File: src/rtl/assert_macros.svh
// ----------------------------------------------------------------------------
// Assertion macros
// Shared concurrent assertion shorthands, compiled out for synthesis.
// ----------------------------------------------------------------------------
`ifndef ASSERT_MACROS_SVH
`define ASSERT_MACROS_SVH
`ifndef SYNTHESIS
// Same-cycle implication, sampled on the rising clock edge, off in reset.
`define CHECK_IMPL(lbl, clk, rst_n, ante, cons, msg) \
  lbl: assert property (@(posedge clk) disable iff (!rst_n) (ante) |-> (cons)) \
    else $error(msg);
// Next-cycle implication, sampled on the rising clock edge, off in reset.
`define CHECK_NEXT(lbl, clk, rst_n, ante, cons, msg) \
  lbl: assert property (@(posedge clk) disable iff (!rst_n) (ante) |=> (cons)) \
    else $error(msg);
`else
`define CHECK_IMPL(lbl, clk, rst_n, ante, cons, msg)
`define CHECK_NEXT(lbl, clk, rst_n, ante, cons, msg)
`endif
`endif

File: src/rtl/kda_pkg.sv
// ----------------------------------------------------------------------------
// kda_pkg
// Codes, widths and register defaults for the key debounce block.
// ----------------------------------------------------------------------------
package kda_pkg;

  localparam int KEY_COUNT_DEF  = 16;
  localparam int FILTER_LEN_DEF = 4;

  localparam int MODE_W  = 2;
  localparam int KEY_W   = 4;
  localparam int EVENT_W = 3;
  localparam int PHASE_W = 4;
  localparam int TICK_W  = 8;
  localparam int PCNT_W  = 2;
  localparam int APB_AW  = 5;
  localparam int APB_DW  = 32;

  // Item modes
  localparam logic [MODE_W-1:0] MODE_TICK  = 2'd0;
  localparam logic [MODE_W-1:0] MODE_PAUSE = 2'd1;
  localparam logic [MODE_W-1:0] MODE_KILL  = 2'd2;
  localparam logic [MODE_W-1:0] MODE_QUERY = 2'd3;

  // Event codes
  localparam logic [EVENT_W-1:0] EV_NONE   = 3'd0;
  localparam logic [EVENT_W-1:0] EV_FIRST  = 3'd1;
  localparam logic [EVENT_W-1:0] EV_LONG   = 3'd2;
  localparam logic [EVENT_W-1:0] EV_REPEAT = 3'd3;
  localparam logic [EVENT_W-1:0] EV_BREAK  = 3'd4;

  // Key phases; the repeat phases run from every 16 ticks down to every tick
  localparam logic [PHASE_W-1:0] PH_OFF    = 4'd0;
  localparam logic [PHASE_W-1:0] PH_START  = 4'd1;
  localparam logic [PHASE_W-1:0] PH_DELAY  = 4'd2;
  localparam logic [PHASE_W-1:0] PH_R16    = 4'd3;
  localparam logic [PHASE_W-1:0] PH_R8     = 4'd4;
  localparam logic [PHASE_W-1:0] PH_R4     = 4'd5;
  localparam logic [PHASE_W-1:0] PH_R2     = 4'd6;
  localparam logic [PHASE_W-1:0] PH_R1     = 4'd7;
  localparam logic [PHASE_W-1:0] PH_PAUSE  = 4'd8;
  localparam logic [PHASE_W-1:0] PH_KILLED = 4'd9;

  // Register indexes (byte address = 4 * index)
  localparam logic [2:0] REG_LONG_PRESS   = 3'd0;
  localparam logic [2:0] REG_REPEAT_DELAY = 3'd1;
  localparam logic [2:0] REG_ACCEL_PERIOD = 3'd2;
  localparam logic [2:0] REG_PAUSE        = 3'd3;
  localparam logic [2:0] REG_DOUBLE_WIN   = 3'd4;

  // Register reset values
  localparam logic [TICK_W-1:0] LONG_PRESS_RST   = 8'd24;
  localparam logic [TICK_W-1:0] REPEAT_DELAY_RST = 8'd40;
  localparam logic [TICK_W-1:0] ACCEL_PERIOD_RST = 8'd48;
  localparam logic [TICK_W-1:0] PAUSE_RST        = 8'd64;
  localparam logic [TICK_W-1:0] DOUBLE_WIN_RST   = 8'd16;

endpackage

File: src/rtl/key_debounce_autorepeat.sv
// ----------------------------------------------------------------------------
// key_debounce_autorepeat
// Debounce and auto-repeat for a bank of keys, one request per key update.
// ----------------------------------------------------------------------------
// Each request names a key and either ticks it with a raw sample, pauses it,
// kills it or just queries it; every request returns exactly one result with
// the event (none, first, long, repeat, break), the key, its debounced level
// and its double-press count. The block takes one request per clock as long
// as the result side is not stalled, and it registers the result: first the
// request lands in an input register, held while the result stalls, then the
// per-key state (filter, tick counter, phase, press count, all held in
// flip-flops and cleared by reset) is read, updated and written back in the
// same cycle that loads the result register. That single read-modify-write
// stage sets the rate; back-to-back requests to the same key see each
// other's updates with no stall. A stalled result holds the input register
// but a new request is still taken whenever the input register frees up.
// Configuration goes through a small APB port with five 8-bit timing
// registers at byte addresses 0, 4, 8, 12 and 16; write them only while no
// request is in flight.
`include "assert_macros.svh"

module key_debounce_autorepeat
  import kda_pkg::*;
#(
  parameter int KEY_COUNT  = KEY_COUNT_DEF,
  parameter int FILTER_LEN = FILTER_LEN_DEF
) (
  input  logic                 clk,
  input  logic                 rst_n,
  // request channel
  input  logic                 in_valid,
  output logic                 in_ready,
  input  logic [MODE_W-1:0]    in_mode,
  input  logic [KEY_W-1:0]     in_key_index,
  input  logic                 in_sample,
  // result channel
  output logic                 out_valid,
  input  logic                 out_ready,
  output logic [EVENT_W-1:0]   out_event_kind,
  output logic [KEY_W-1:0]     out_event_key,
  output logic                 out_pressed,
  output logic [PCNT_W-1:0]    out_double_count,
  // configuration port
  input  logic                 psel,
  input  logic                 penable,
  input  logic                 pwrite,
  input  logic [APB_AW-1:0]    paddr,
  input  logic [APB_DW-1:0]    pwdata,
  output logic [APB_DW-1:0]    prdata,
  output logic                 pready
);

  // Index width into the key arrays, and a common width to fit the key field
  localparam int IDX_W = (KEY_COUNT > 1) ? $clog2(KEY_COUNT) : 1;
  localparam int EXT_W = (IDX_W > KEY_W) ? IDX_W : KEY_W;
  localparam logic [FILTER_LEN-1:0] FULL_MASK = '1;

  // --------------------------------------------------------------------------
  // Configuration registers
  // --------------------------------------------------------------------------
  logic [TICK_W-1:0] long_press_r, repeat_delay_r, accel_period_r;
  logic [TICK_W-1:0] pause_r, double_win_r;
  logic              cfg_wr;
  logic [2:0]        cfg_idx;

  assign pready  = 1'b1;
  assign cfg_idx = paddr[4:2];
  assign cfg_wr  = psel && penable && pwrite && pready;

  always_ff @(posedge clk) begin
    if (!rst_n) begin
      long_press_r   <= LONG_PRESS_RST;
      repeat_delay_r <= REPEAT_DELAY_RST;
      accel_period_r <= ACCEL_PERIOD_RST;
      pause_r        <= PAUSE_RST;
      double_win_r   <= DOUBLE_WIN_RST;
    end else if (cfg_wr) begin
      unique case (cfg_idx)
        REG_LONG_PRESS:   long_press_r   <= pwdata[TICK_W-1:0];
        REG_REPEAT_DELAY: repeat_delay_r <= pwdata[TICK_W-1:0];
        REG_ACCEL_PERIOD: accel_period_r <= pwdata[TICK_W-1:0];
        REG_PAUSE:        pause_r        <= pwdata[TICK_W-1:0];
        REG_DOUBLE_WIN:   double_win_r   <= pwdata[TICK_W-1:0];
        default: ;  // unmapped addresses drop the write
      endcase
    end
  end

  always_comb begin
    unique case (cfg_idx)
      REG_LONG_PRESS:   prdata = APB_DW'(long_press_r);
      REG_REPEAT_DELAY: prdata = APB_DW'(repeat_delay_r);
      REG_ACCEL_PERIOD: prdata = APB_DW'(accel_period_r);
      REG_PAUSE:        prdata = APB_DW'(pause_r);
      REG_DOUBLE_WIN:   prdata = APB_DW'(double_win_r);
      default:          prdata = '0;
    endcase
  end

  // --------------------------------------------------------------------------
  // Input register
  // --------------------------------------------------------------------------
  logic              req_vld_r;
  logic [MODE_W-1:0] req_mode_r;
  logic [KEY_W-1:0]  req_key_r;
  logic              req_smp_r;
  logic              out_vld_r;
  logic              advance;
  logic              in_take;

  // Move the held request into the result register when that frees up
  assign advance  = req_vld_r && (!out_vld_r || out_ready);
  assign in_ready = !req_vld_r || advance;
  assign in_take  = in_valid && in_ready;

  always_ff @(posedge clk) begin
    if (!rst_n) begin
      req_vld_r <= 1'b0;
    end else if (in_take) begin
      req_vld_r <= 1'b1;
    end else if (advance) begin
      req_vld_r <= 1'b0;
    end
  end

  always_ff @(posedge clk) begin
    if (in_take) begin
      req_mode_r <= in_mode;
      req_key_r  <= in_key_index;
      req_smp_r  <= in_sample;
    end
  end

  // --------------------------------------------------------------------------
  // Per-key state
  // --------------------------------------------------------------------------
  logic [FILTER_LEN-1:0] filter_r [KEY_COUNT];
  logic [TICK_W-1:0]     tick_r   [KEY_COUNT];
  logic [PHASE_W-1:0]    phase_r  [KEY_COUNT];
  logic [PCNT_W-1:0]     pcnt_r   [KEY_COUNT];

  logic [EXT_W-1:0]      key_ext;
  logic [IDX_W-1:0]      key_idx;
  logic                  in_range;

  assign key_ext  = EXT_W'(req_key_r);
  assign key_idx  = key_ext[IDX_W-1:0];
  assign in_range = (32'(req_key_r) < KEY_COUNT);

  // --------------------------------------------------------------------------
  // Key update: one read-modify-write of the addressed key
  // --------------------------------------------------------------------------
  logic [FILTER_LEN-1:0] filter_nxt;
  logic [TICK_W-1:0]     tick_nxt;
  logic [PHASE_W-1:0]    phase_nxt;
  logic [PCNT_W-1:0]     pcnt_nxt;
  logic [EVENT_W-1:0]    ev_nxt;
  logic [TICK_W-1:0]     period_mask;

  always_comb begin
    filter_nxt  = filter_r[key_idx];
    tick_nxt    = tick_r[key_idx];
    phase_nxt   = phase_r[key_idx];
    pcnt_nxt    = pcnt_r[key_idx];
    ev_nxt      = EV_NONE;
    period_mask = '0;

    unique case (req_mode_r)
      MODE_TICK: begin
        // Shift the sample into the filter and advance the tick counter
        filter_nxt = FILTER_LEN'({filter_nxt, req_smp_r});
        tick_nxt   = tick_nxt + TICK_W'(1);

        // Filter all zeros ends any press; a killed press ends silently
        if (phase_nxt != PH_OFF && filter_nxt == '0) begin
          if (phase_nxt != PH_KILLED) begin
            ev_nxt = EV_BREAK;
            if (!(phase_nxt == PH_R16 && tick_nxt < double_win_r)) begin
              pcnt_nxt = '0;
            end
          end
          tick_nxt  = '0;
          phase_nxt = PH_OFF;
        end

        unique case (phase_nxt)
          PH_OFF: begin
            if (filter_nxt == FULL_MASK) begin
              phase_nxt = PH_START;
              if (tick_nxt > double_win_r) begin
                pcnt_nxt = '0;
              end
              tick_nxt = '0;
            end
          end
          PH_START: begin
            ev_nxt    = EV_FIRST;
            pcnt_nxt  = pcnt_nxt + PCNT_W'(1);
            phase_nxt = PH_DELAY;
            tick_nxt  = '0;
          end
          PH_DELAY: begin
            if (tick_nxt == long_press_r) begin
              ev_nxt = EV_LONG;
            end
            if (tick_nxt == repeat_delay_r) begin
              phase_nxt = PH_R16;
              tick_nxt  = '0;
            end
          end
          PH_R16, PH_R8, PH_R4, PH_R2, PH_R1: begin
            // Double the repeat rate after each acceleration period
            if (phase_nxt != PH_R1 && tick_nxt >= accel_period_r) begin
              phase_nxt = phase_nxt + PHASE_W'(1);
              tick_nxt  = '0;
            end
            unique case (phase_nxt)
              PH_R16:  period_mask = 8'd15;
              PH_R8:   period_mask = 8'd7;
              PH_R4:   period_mask = 8'd3;
              PH_R2:   period_mask = 8'd1;
              default: period_mask = 8'd0;
            endcase
            if ((tick_nxt & period_mask) == '0) begin
              ev_nxt = EV_REPEAT;
            end
          end
          PH_PAUSE: begin
            // Resume repeating at every eight ticks after the hold
            if (tick_nxt >= pause_r) begin
              phase_nxt = PH_R8;
              tick_nxt  = '0;
            end
          end
          default: ;  // killed: wait for release
        endcase
      end
      MODE_PAUSE: begin
        phase_nxt = PH_PAUSE;
        tick_nxt  = '0;
      end
      MODE_KILL: begin
        phase_nxt = PH_KILLED;
        pcnt_nxt  = '0;
      end
      MODE_QUERY: ;
      default: ;
    endcase
  end

  always_ff @(posedge clk) begin
    if (!rst_n) begin
      for (int i = 0; i < KEY_COUNT; i++) begin
        filter_r[i] <= '0;
        tick_r[i]   <= '0;
        phase_r[i]  <= PH_OFF;
        pcnt_r[i]   <= '0;
      end
    end else if (advance && in_range) begin
      filter_r[key_idx] <= filter_nxt;
      tick_r[key_idx]   <= tick_nxt;
      phase_r[key_idx]  <= phase_nxt;
      pcnt_r[key_idx]   <= pcnt_nxt;
    end
  end

  // --------------------------------------------------------------------------
  // Result register
  // --------------------------------------------------------------------------
  logic [EVENT_W-1:0] ev_r;
  logic [KEY_W-1:0]   ev_key_r;
  logic               pressed_r;
  logic [PCNT_W-1:0]  dcnt_r;

  always_ff @(posedge clk) begin
    if (!rst_n) begin
      out_vld_r <= 1'b0;
    end else if (advance) begin
      out_vld_r <= 1'b1;
    end else if (out_ready) begin
      out_vld_r <= 1'b0;
    end
  end

  always_ff @(posedge clk) begin
    if (advance) begin
      ev_key_r <= req_key_r;
      if (in_range) begin
        ev_r      <= ev_nxt;
        pressed_r <= (filter_nxt == FULL_MASK);
        dcnt_r    <= pcnt_nxt;
      end else begin
        // Keys past the bank report nothing
        ev_r      <= EV_NONE;
        pressed_r <= 1'b0;
        dcnt_r    <= '0;
      end
    end
  end

  assign out_valid        = out_vld_r;
  assign out_event_kind   = ev_r;
  assign out_event_key    = ev_key_r;
  assign out_pressed      = pressed_r;
  assign out_double_count = dcnt_r;

  // --------------------------------------------------------------------------
  // Assertions
  // --------------------------------------------------------------------------
  `CHECK_NEXT(a_out_of_range_quiet, clk, rst_n, advance && !in_range,
    out_valid && out_event_kind == EV_NONE && !out_pressed && out_double_count == '0,
    "out-of-range key produced a non-empty result")
  `CHECK_NEXT(a_command_no_event, clk, rst_n, advance && req_mode_r != MODE_TICK,
    out_valid && out_event_kind == EV_NONE,
    "command or query produced an event")
  `CHECK_IMPL(a_no_overwrite, clk, rst_n, req_vld_r && out_vld_r && !out_ready,
    !in_ready && !advance,
    "held request would be overwritten or moved into a stalled result")
  `CHECK_IMPL(a_break_released, clk, rst_n, out_valid && out_event_kind == EV_BREAK,
    !out_pressed,
    "break event reported with key still pressed")

endmodule

File: config.mk
export PLATFORM = sky130hd
export DESIGN_NAME = key_debounce_autorepeat
export DESIGN_NICKNAME = d
export VERILOG_FILES = /design/src/rtl/kda_pkg.sv /design/src/rtl/key_debounce_autorepeat.sv
export VERILOG_INCLUDE_DIRS = /design/src /design/src/rtl
export SDC_FILE = /design/constraint.sdc
export NUM_CORES = 1
export LEC_CHECK = 0
export BUFFER_PORTS_ARGS = -buffer_cell sky130_fd_sc_hd__clkbuf_2
export CAP_MARGIN = 20
export CORE_UTILIZATION = 55
export DETAILED_ROUTE_END_ITERATION = 10
export GPL_ROUTABILITY_DRIVEN = 0
export PLACE_DENSITY = 0.81
export REMOVE_ABC_BUFFERS = 1
export SLEW_MARGIN = 20
export SYNTH_ARGS = -nofsm -noshare
export SYNTH_HDL_FRONTEND = slang
export SYNTH_SLANG_ARGS = --single-unit
File: constraint.sdc
create_clock -name clk -period 5.9 [get_ports clk]
set_clock_uncertainty 0.05 [all_clocks]
set_input_delay 0 -clock clk [delete_from_list [all_inputs] [get_ports clk]]
set_output_delay 0 -clock clk [all_outputs]
set_load 0.01 [all_outputs]
==> flow_metrics.env, run 1 <==
export IMPL_fin_util_pct=63.24
export IMPL_setup_violations_final=0
export IMPL_netlist_area_leader_share_pct=51.84
export IMPL_clock_latency_ps=550
export IMPL_yosys_area_top_type="edfxtp_1"
export IMPL_ctsHtreeMaxLevel=2
export IMPL_synthMostInstantiatedCell="edfxtp_1"
export IMPL_dieArea_mm2=0.03284
export IMPL_avgViaCountPerCell=6.609
export IMPL_drv_slew=0
export IMPL_layout_nets=1598
export IMPL_core_area_mm2=0.03156
export IMPL_start_util_pct=55.99
export IMPL_netlist_cell_type_count=82
export IMPL_synthFlopType="edfxtp_1"
export IMPL_crit_arrival_ps=5820
export IMPL_synth_seq_cells=351
export IMPL_yosys_top_cells_area="edfxtp_1 52%, mux4_2 9.7%, dfxtp_1 5.2%"
export IMPL_portBuffers=44
export IMPL_cts_tree="done"
export IMPL_required_ps=6100
export IMPL_ys_warn_count=0
export IMPL_clkTransAtPathRegs_ps=60
export IMPL_postSynthCellCount=1432
export IMPL_drive_gt1_share_pct=18.44
export IMPL_hold_depth=6
export IMPL_r2r_slack_ps=280
export IMPL_drt_iter0_markers=1838
export IMPL_grt_pass1_vias=12660
export IMPL_tightest_slew_ps=1119
export IMPL_synth_edf_count=305
export IMPL_cp_max_fo=29
export IMPL_grt_usage_pct=29.92
export IMPL_total_power_mw=6.281
export IMPL_max_freq_ghz=0.1780
export IMPL_start_kind="flip-flop"
export IMPL_syn_to_final_growth_pct=12.95
export IMPL_clock_sinks=351
export IMPL_root_buffer="clkbuf_16"
export IMPL_cp_common_cell="buf_12"
export IMPL_syn_area_mm2=0.01767
export IMPL_synth_area_per_cell_um2=12.34
export IMPL_wl_per_cell_um=25.07
export IMPL_rr_worst_depth=17
export IMPL_row_count=65
export IMPL_p_leak_nw=7.211
export IMPL_hold_slack_ps=27.56
export IMPL_async_reset_ff_share_pct=0
export IMPL_drc=0
export IMPL_slowest_delay_ps=830
export IMPL_pre_cts_ws_ps=279.5
export IMPL_route_antenna_remaining_nets=0
export IMPL_io_pins=96
export IMPL_outcome="finished, final reports clean"
export IMPL_seq_area_frac_synth_pct=57.05
export IMPL_cap_violations=0
export IMPL_crit_chain="nor2b_1, a22oi_1, nand2_1, nor4_2, buf_4, a21oi_1, inv_1, ha_1, or3_1, a31oi_1, nor2_1, o21ai_0, o2111ai_1, nor3_4, buf_12, buf_12, nor3_1"
export IMPL_period_share_pct=95.24
export IMPL_first_pass_iters=8
export IMPL_drt_total_wl_um=48560
export IMPL_final_setup_tns_ps=0
export IMPL_hp_class="in2reg"
export IMPL_grt_pass1_wl_um=74300
export IMPL_ys_top_cells_by_count="305 x edfxtp_1, 215 x nor2_1, 104 x nand2_1"
export IMPL_power_density_mw_per_mm2=314.7
export IMPL_route_vias_total=12800
export IMPL_setup_ws_ps=280.6
export IMPL_ir_drop_mv=0.3300
export IMPL_relSlewSlack_pct=25.24
export IMPL_overflow=0
export IMPL_end_kind="flip-flop"
export IMPL_grt_setup_unrepaired="false"
export IMPL_cts_made_buffers=36
export IMPL_die_x_um=181.2
export IMPL_period_minus_slack_ps=5619
export IMPL_grt_max_degree=42
export IMPL_cts_max_path_buffers=3
export IMPL_diodes=0
export IMPL_dp_hpwl_um=30530
export IMPL_grt_antenna_before_repair=0
export IMPL_crit_type="reg2reg"
export IMPL_cp_slowest_cell="nor2b_1"
export IMPL_hold_viol=0
export IMPL_die_y_um=181.2
-- power breakdown --
| group | total (mW) | internal [mW] | switching, mW |
|---|---|---|---|
| Combinational | 1.20 | 0.449 | 0.751 |
| Sequential | 2.83 | 2.78 | 0.0450 |
| Clock | 2.25 | 1.29 | 0.963 |
-- cells in the final DEF, fill, tap and decap left out, types with 6 or more instances in the layout --
cell type      instances
inv_1                 42
mux2i_1               43
nor2b_1               42
clkbuf_16             37
nor2_1               215
o21ai_0               23
nand2b_1               6
nor3b_1               20
a21boi_0               7
xnor2_1                6
a31oi_1                7
nor3_1               103
conb_1                25
o21ai_1                6
mux4_2                76
o211ai_1               8
clkbuf_1               6
a22oi_1               33
dfxtp_1               43
clkbuf_2              44
nand3_1               27
edfxtp_1             305
o22ai_1                9
mux2_2                 9
buf_12                13
ha_1                  34
dlygate4sd3_1         23
a211oi_1               6
and3_1                 6
a21oi_1               24
buf_4                 64
nand2_1              104
-- routing by layer --
layer,share of wire [%],up-vias,GRT usage (%)
met1,36,6182,38.66
met5,0,-,0
met4,4.6,0,14.03
met3,11,192,5.221
met2,49,975,49.37
li1,-,5452,-
-- registers in the layout, summed over array words and instances, names as in the netlist, named ones only --
signal,cells
out_pressed,1
out_event_kind,3
req_mode_r,2
filter_r,64
accel_period_r,8
pause_r,8
phase_r,64
pcnt_r,32
out_double_count,2
double_win_r,8
req_smp_r,1
out_event_key,4
repeat_delay_r,8
out_valid,1
key_ext,4
long_press_r,8
req_vld_r,1
tick_r,128
-- path summary, 6_finish.rpt --
kind	end	startpoint
max	tick_r[8][3]	flip-flop
min	long_press_r[0]	pwrite
max reg2reg	tick_r[8][3]	flip-flop
min reg2reg	pause_r[6]	pause_r[6]
-- critical path: cells and delay by family (launching register included) --
| family | cells | cell delay [ps] |
|---|---|---|
| AND/OR/NAND/NOR | 7 | 2040 |
| adder cells (fa/ha/maj) | 1 | 310 |
| buffers and inverters | 4 | 760 |
| AO/OA/AOI/OAI | 5 | 1590 |
| flip-flops | 1 | 550 |
-- cells by family after synthesis --
| logic type | count (synthesis) | synth area share [%] |
|---|---|---|
| xor+xnor | 11 | 0.5453 |
| fa+ha+maj | 34 | 2.408 |
| mux | 128 | 12.70 |
| buf+inv | 167 | 4.731 |
| compound gates | 174 | 7.288 |
| other cells | 2 | 0.04251 |
| flops | 351 | 57.05 |
| simple gates | 565 | 15.23 |
-- timing repair --
item                                    CTS  global route
buffers inserted                          0             1
endpoints found under the setup margin    0           118
gates resized for setup                   0             5
hold buffers                             23             0
hold endpoints to repair                 53             0
-- per-stage QoR --
step           instances  area [µm²]
2_1_floorplan       1331       17080
3_3_place_gp        1853       18540
3_5_place_dp        1853       18540
4_1_cts             1936       19920
5_1_grt             1937       19960
6_report            1937       19960
-- layout make-up --
cell class	instances	area, µm²
clock inverters	13	150.1
fillers	2233	11600
multi-input cells	937	6858
well taps	402	503.0
repair buffers	144	1191
flip-flops and latches	351	10090
inverters	43	161.4
clock buffers	47	1003
Note: power is estimated with default switching activity, not from simulation.
==> inputs of run 2 (changes only) <==
ABC_AREA = 0   (was default)
clock period = 6.6 ns   (was 5.9 ns; I/O delays follow)
==> run 2 against run 1 <==
Net effect: non-clock buffer count fell by 22; critical endpoint is now tick_r[15][4]; register-to-register slack better by 70 ps; via count shrank 0.49%; largest power group unchanged; cell count down 0.83%.
==> flow_metrics.env, run 2 (synthesized netlist as in run 1, its figures left out) <==
export IMPL_clock_sinks=351
export IMPL_first_pass_iters=6
export IMPL_fillers=2250
export IMPL_period_minus_slack_ps=6252
export IMPL_grt_pass1_vias=12670
export IMPL_drv_slew=0
export IMPL_max_freq_ghz=0.1600
export IMPL_wl_met1_um=17030
export IMPL_highest_layer="met4"
export IMPL_ir_drop_mv=0.2551
export IMPL_clock_latency_ps=540
export IMPL_final_setup_tns_ps=0
export IMPL_reg_top3="tick_r: 128 flops, filter_r: 64 flops, phase_r: 64 flops"
export IMPL_total_power_mw=5.582
export IMPL_layout_nets=1576
export IMPL_crit_type="reg2reg"
export IMPL_cap_violations=0
export IMPL_hold_viol=0
export IMPL_die_x_um=181.2
export IMPL_cts_tree="done"
export IMPL_largest_reg_flops=128
export IMPL_wl_per_cell_um=24.79
export IMPL_grt_setup_unrepaired="false"
export IMPL_relSlewSlack_pct=23.66
export IMPL_clkTransAtPathRegs_ps=60
export IMPL_core_area_mm2=0.03156
export IMPL_dieArea_mm2=0.03284
export IMPL_required_ps=6810
export IMPL_drc=0
export IMPL_cts_made_buffers=36
export IMPL_syn_to_final_growth_pct=11.40
export IMPL_drt_total_wl_um=47620
export IMPL_rr_worst_depth=18
export IMPL_crit_arrival_ps=6460
export IMPL_outcome="finished, final reports clean"
export IMPL_cts_hold_buf=21
export IMPL_cts_max_path_buffers=3
export IMPL_avgViaCountPerCell=6.631
export IMPL_power_density_mw_per_mm2=283.6
export IMPL_portBuffers=44
export IMPL_diodes=0
export IMPL_grt_usage_pct=29.14
export IMPL_ctsResizeCount=0
export IMPL_met3_wirelength_um=5378
export IMPL_route_antenna_remaining_nets=0
export IMPL_fin_util_pct=62.37
export IMPL_period_share_pct=94.72
export IMPL_drive_gt1_share_pct=17.38
export IMPL_start_util_pct=55.99
export IMPL_hp_class="in2reg"
export IMPL_place_area_mm2=0.01829
export IMPL_root_buffer="clkbuf_16"
export IMPL_end_kind="flip-flop"
export IMPL_overflow=0
export IMPL_p_leak_nw=7.078
export IMPL_layout_commonest_cell="edfxtp_1"
export IMPL_largest_register="tick_r"
export IMPL_final_cell_area_mm2=0.01968
export IMPL_ctsHtreeMaxLevel=2
export IMPL_route_vias_total=12740
export IMPL_start_kind="flip-flop"
export IMPL_row_count=65
export IMPL_dp_hpwl_um=29510
export IMPL_final_cell_mix="305 x edfxtp_1, 215 x nor2_1, 104 x nand2_1"
export IMPL_setup_violations_final=0
export IMPL_tightest_slew_ps=1142
export IMPL_drt_iter0_markers=1660
export IMPL_hold_depth=6
export IMPL_route_met2_wl_um=22970
export IMPL_die_y_um=181.2
export IMPL_io_pins=96
export IMPL_grt_antenna_before_repair=1
export IMPL_grt_max_degree=113
export IMPL_grt_pass1_wl_um=72490
export IMPL_cp_max_fo=112
export IMPL_postCtsSetupBuffers=0
[run 2: changes by cell type in the layout (fill, tap and decap cells not counted), moves of 2 or more]
cell	change
buf_4	-11
buf_12	-9
clkinv_1	-2
inv_16	+2
clkbuf_1	+4
clkinvlp_4	+2
clkbuf_8	-3
clkinv_2	+4
dlygate4sd3_1	-2
[run 2: where the power goes]
| group | internal [mW] | leakage, nW | switching (mW) |
|---|---|---|---|
| clock | 1.18 | 0.576 | 0.872 |
| sequential | 2.49 | 3.51 | 0.0456 |
| combinational | 0.361 | 2.99 | 0.640 |
[run 2: final cells by class]
cell class | instances | area, µm² | share of cell area (%)
clock inverters | 18 | 201.4 | 1.024
multi-input cells | 937 | 6844 | 34.77
clock buffers | 48 | 977.2 | 4.965
well taps | 402 | 503.0 | 2.556
repair buffers | 122 | 908.4 | 4.615
flip-flops and latches | 351 | 10090 | 51.25
inverters | 43 | 161.4 | 0.8201
[run 2: worst paths after layout]
path | from | slack (ps) | endpoint
max | flip-flop | 350 | tick_r[15][4]
min | pwrite | 20 | long_press_r[6]
max reg2reg | flip-flop | 350 | tick_r[15][4]
min reg2reg | accel_period_r[5] | 470 | accel_period_r[5]
[run 2: layer usage]
metal / vias up / global-route usage, %
li1: 5415 / -
met1: 6151 / 37.17
met2: 970 / 48.42
met3: 202 / 5.362
met4: 0 / 13.66
met5: - / 0
[run 2: critical path, cell delays in order (launching register included)]
cell and delay [ps]:
dfxtp_2 1030, buf_4 360, mux4_2 310, mux4_2 530, ha_1 250, nor2b_1 140, and4_1 200, o21ai_0 320
xnor2_1 270, nor2_1 130, ha_1 320, nand3_1 70, a21oi_1 300, a221oi_4 140, o21ai_0 270, o2111ai_1 340
nor3_4 270, buf_12 400, nor3_1 140
[run 2: metrics by stage]
step | hold WS [ps] | worst slack [ps] | instances
2_1_floorplan | 11.94 | -2478 | 1331
3_3_place_gp | 130.1 | 564.3 | 1834
3_5_place_dp | 134.9 | 494.0 | 1834
4_1_cts | 6.479 | 403.2 | 1921
5_1_grt | 63.46 | 61.04 | 1921
6_report | 24.34 | 348.4 | 1921
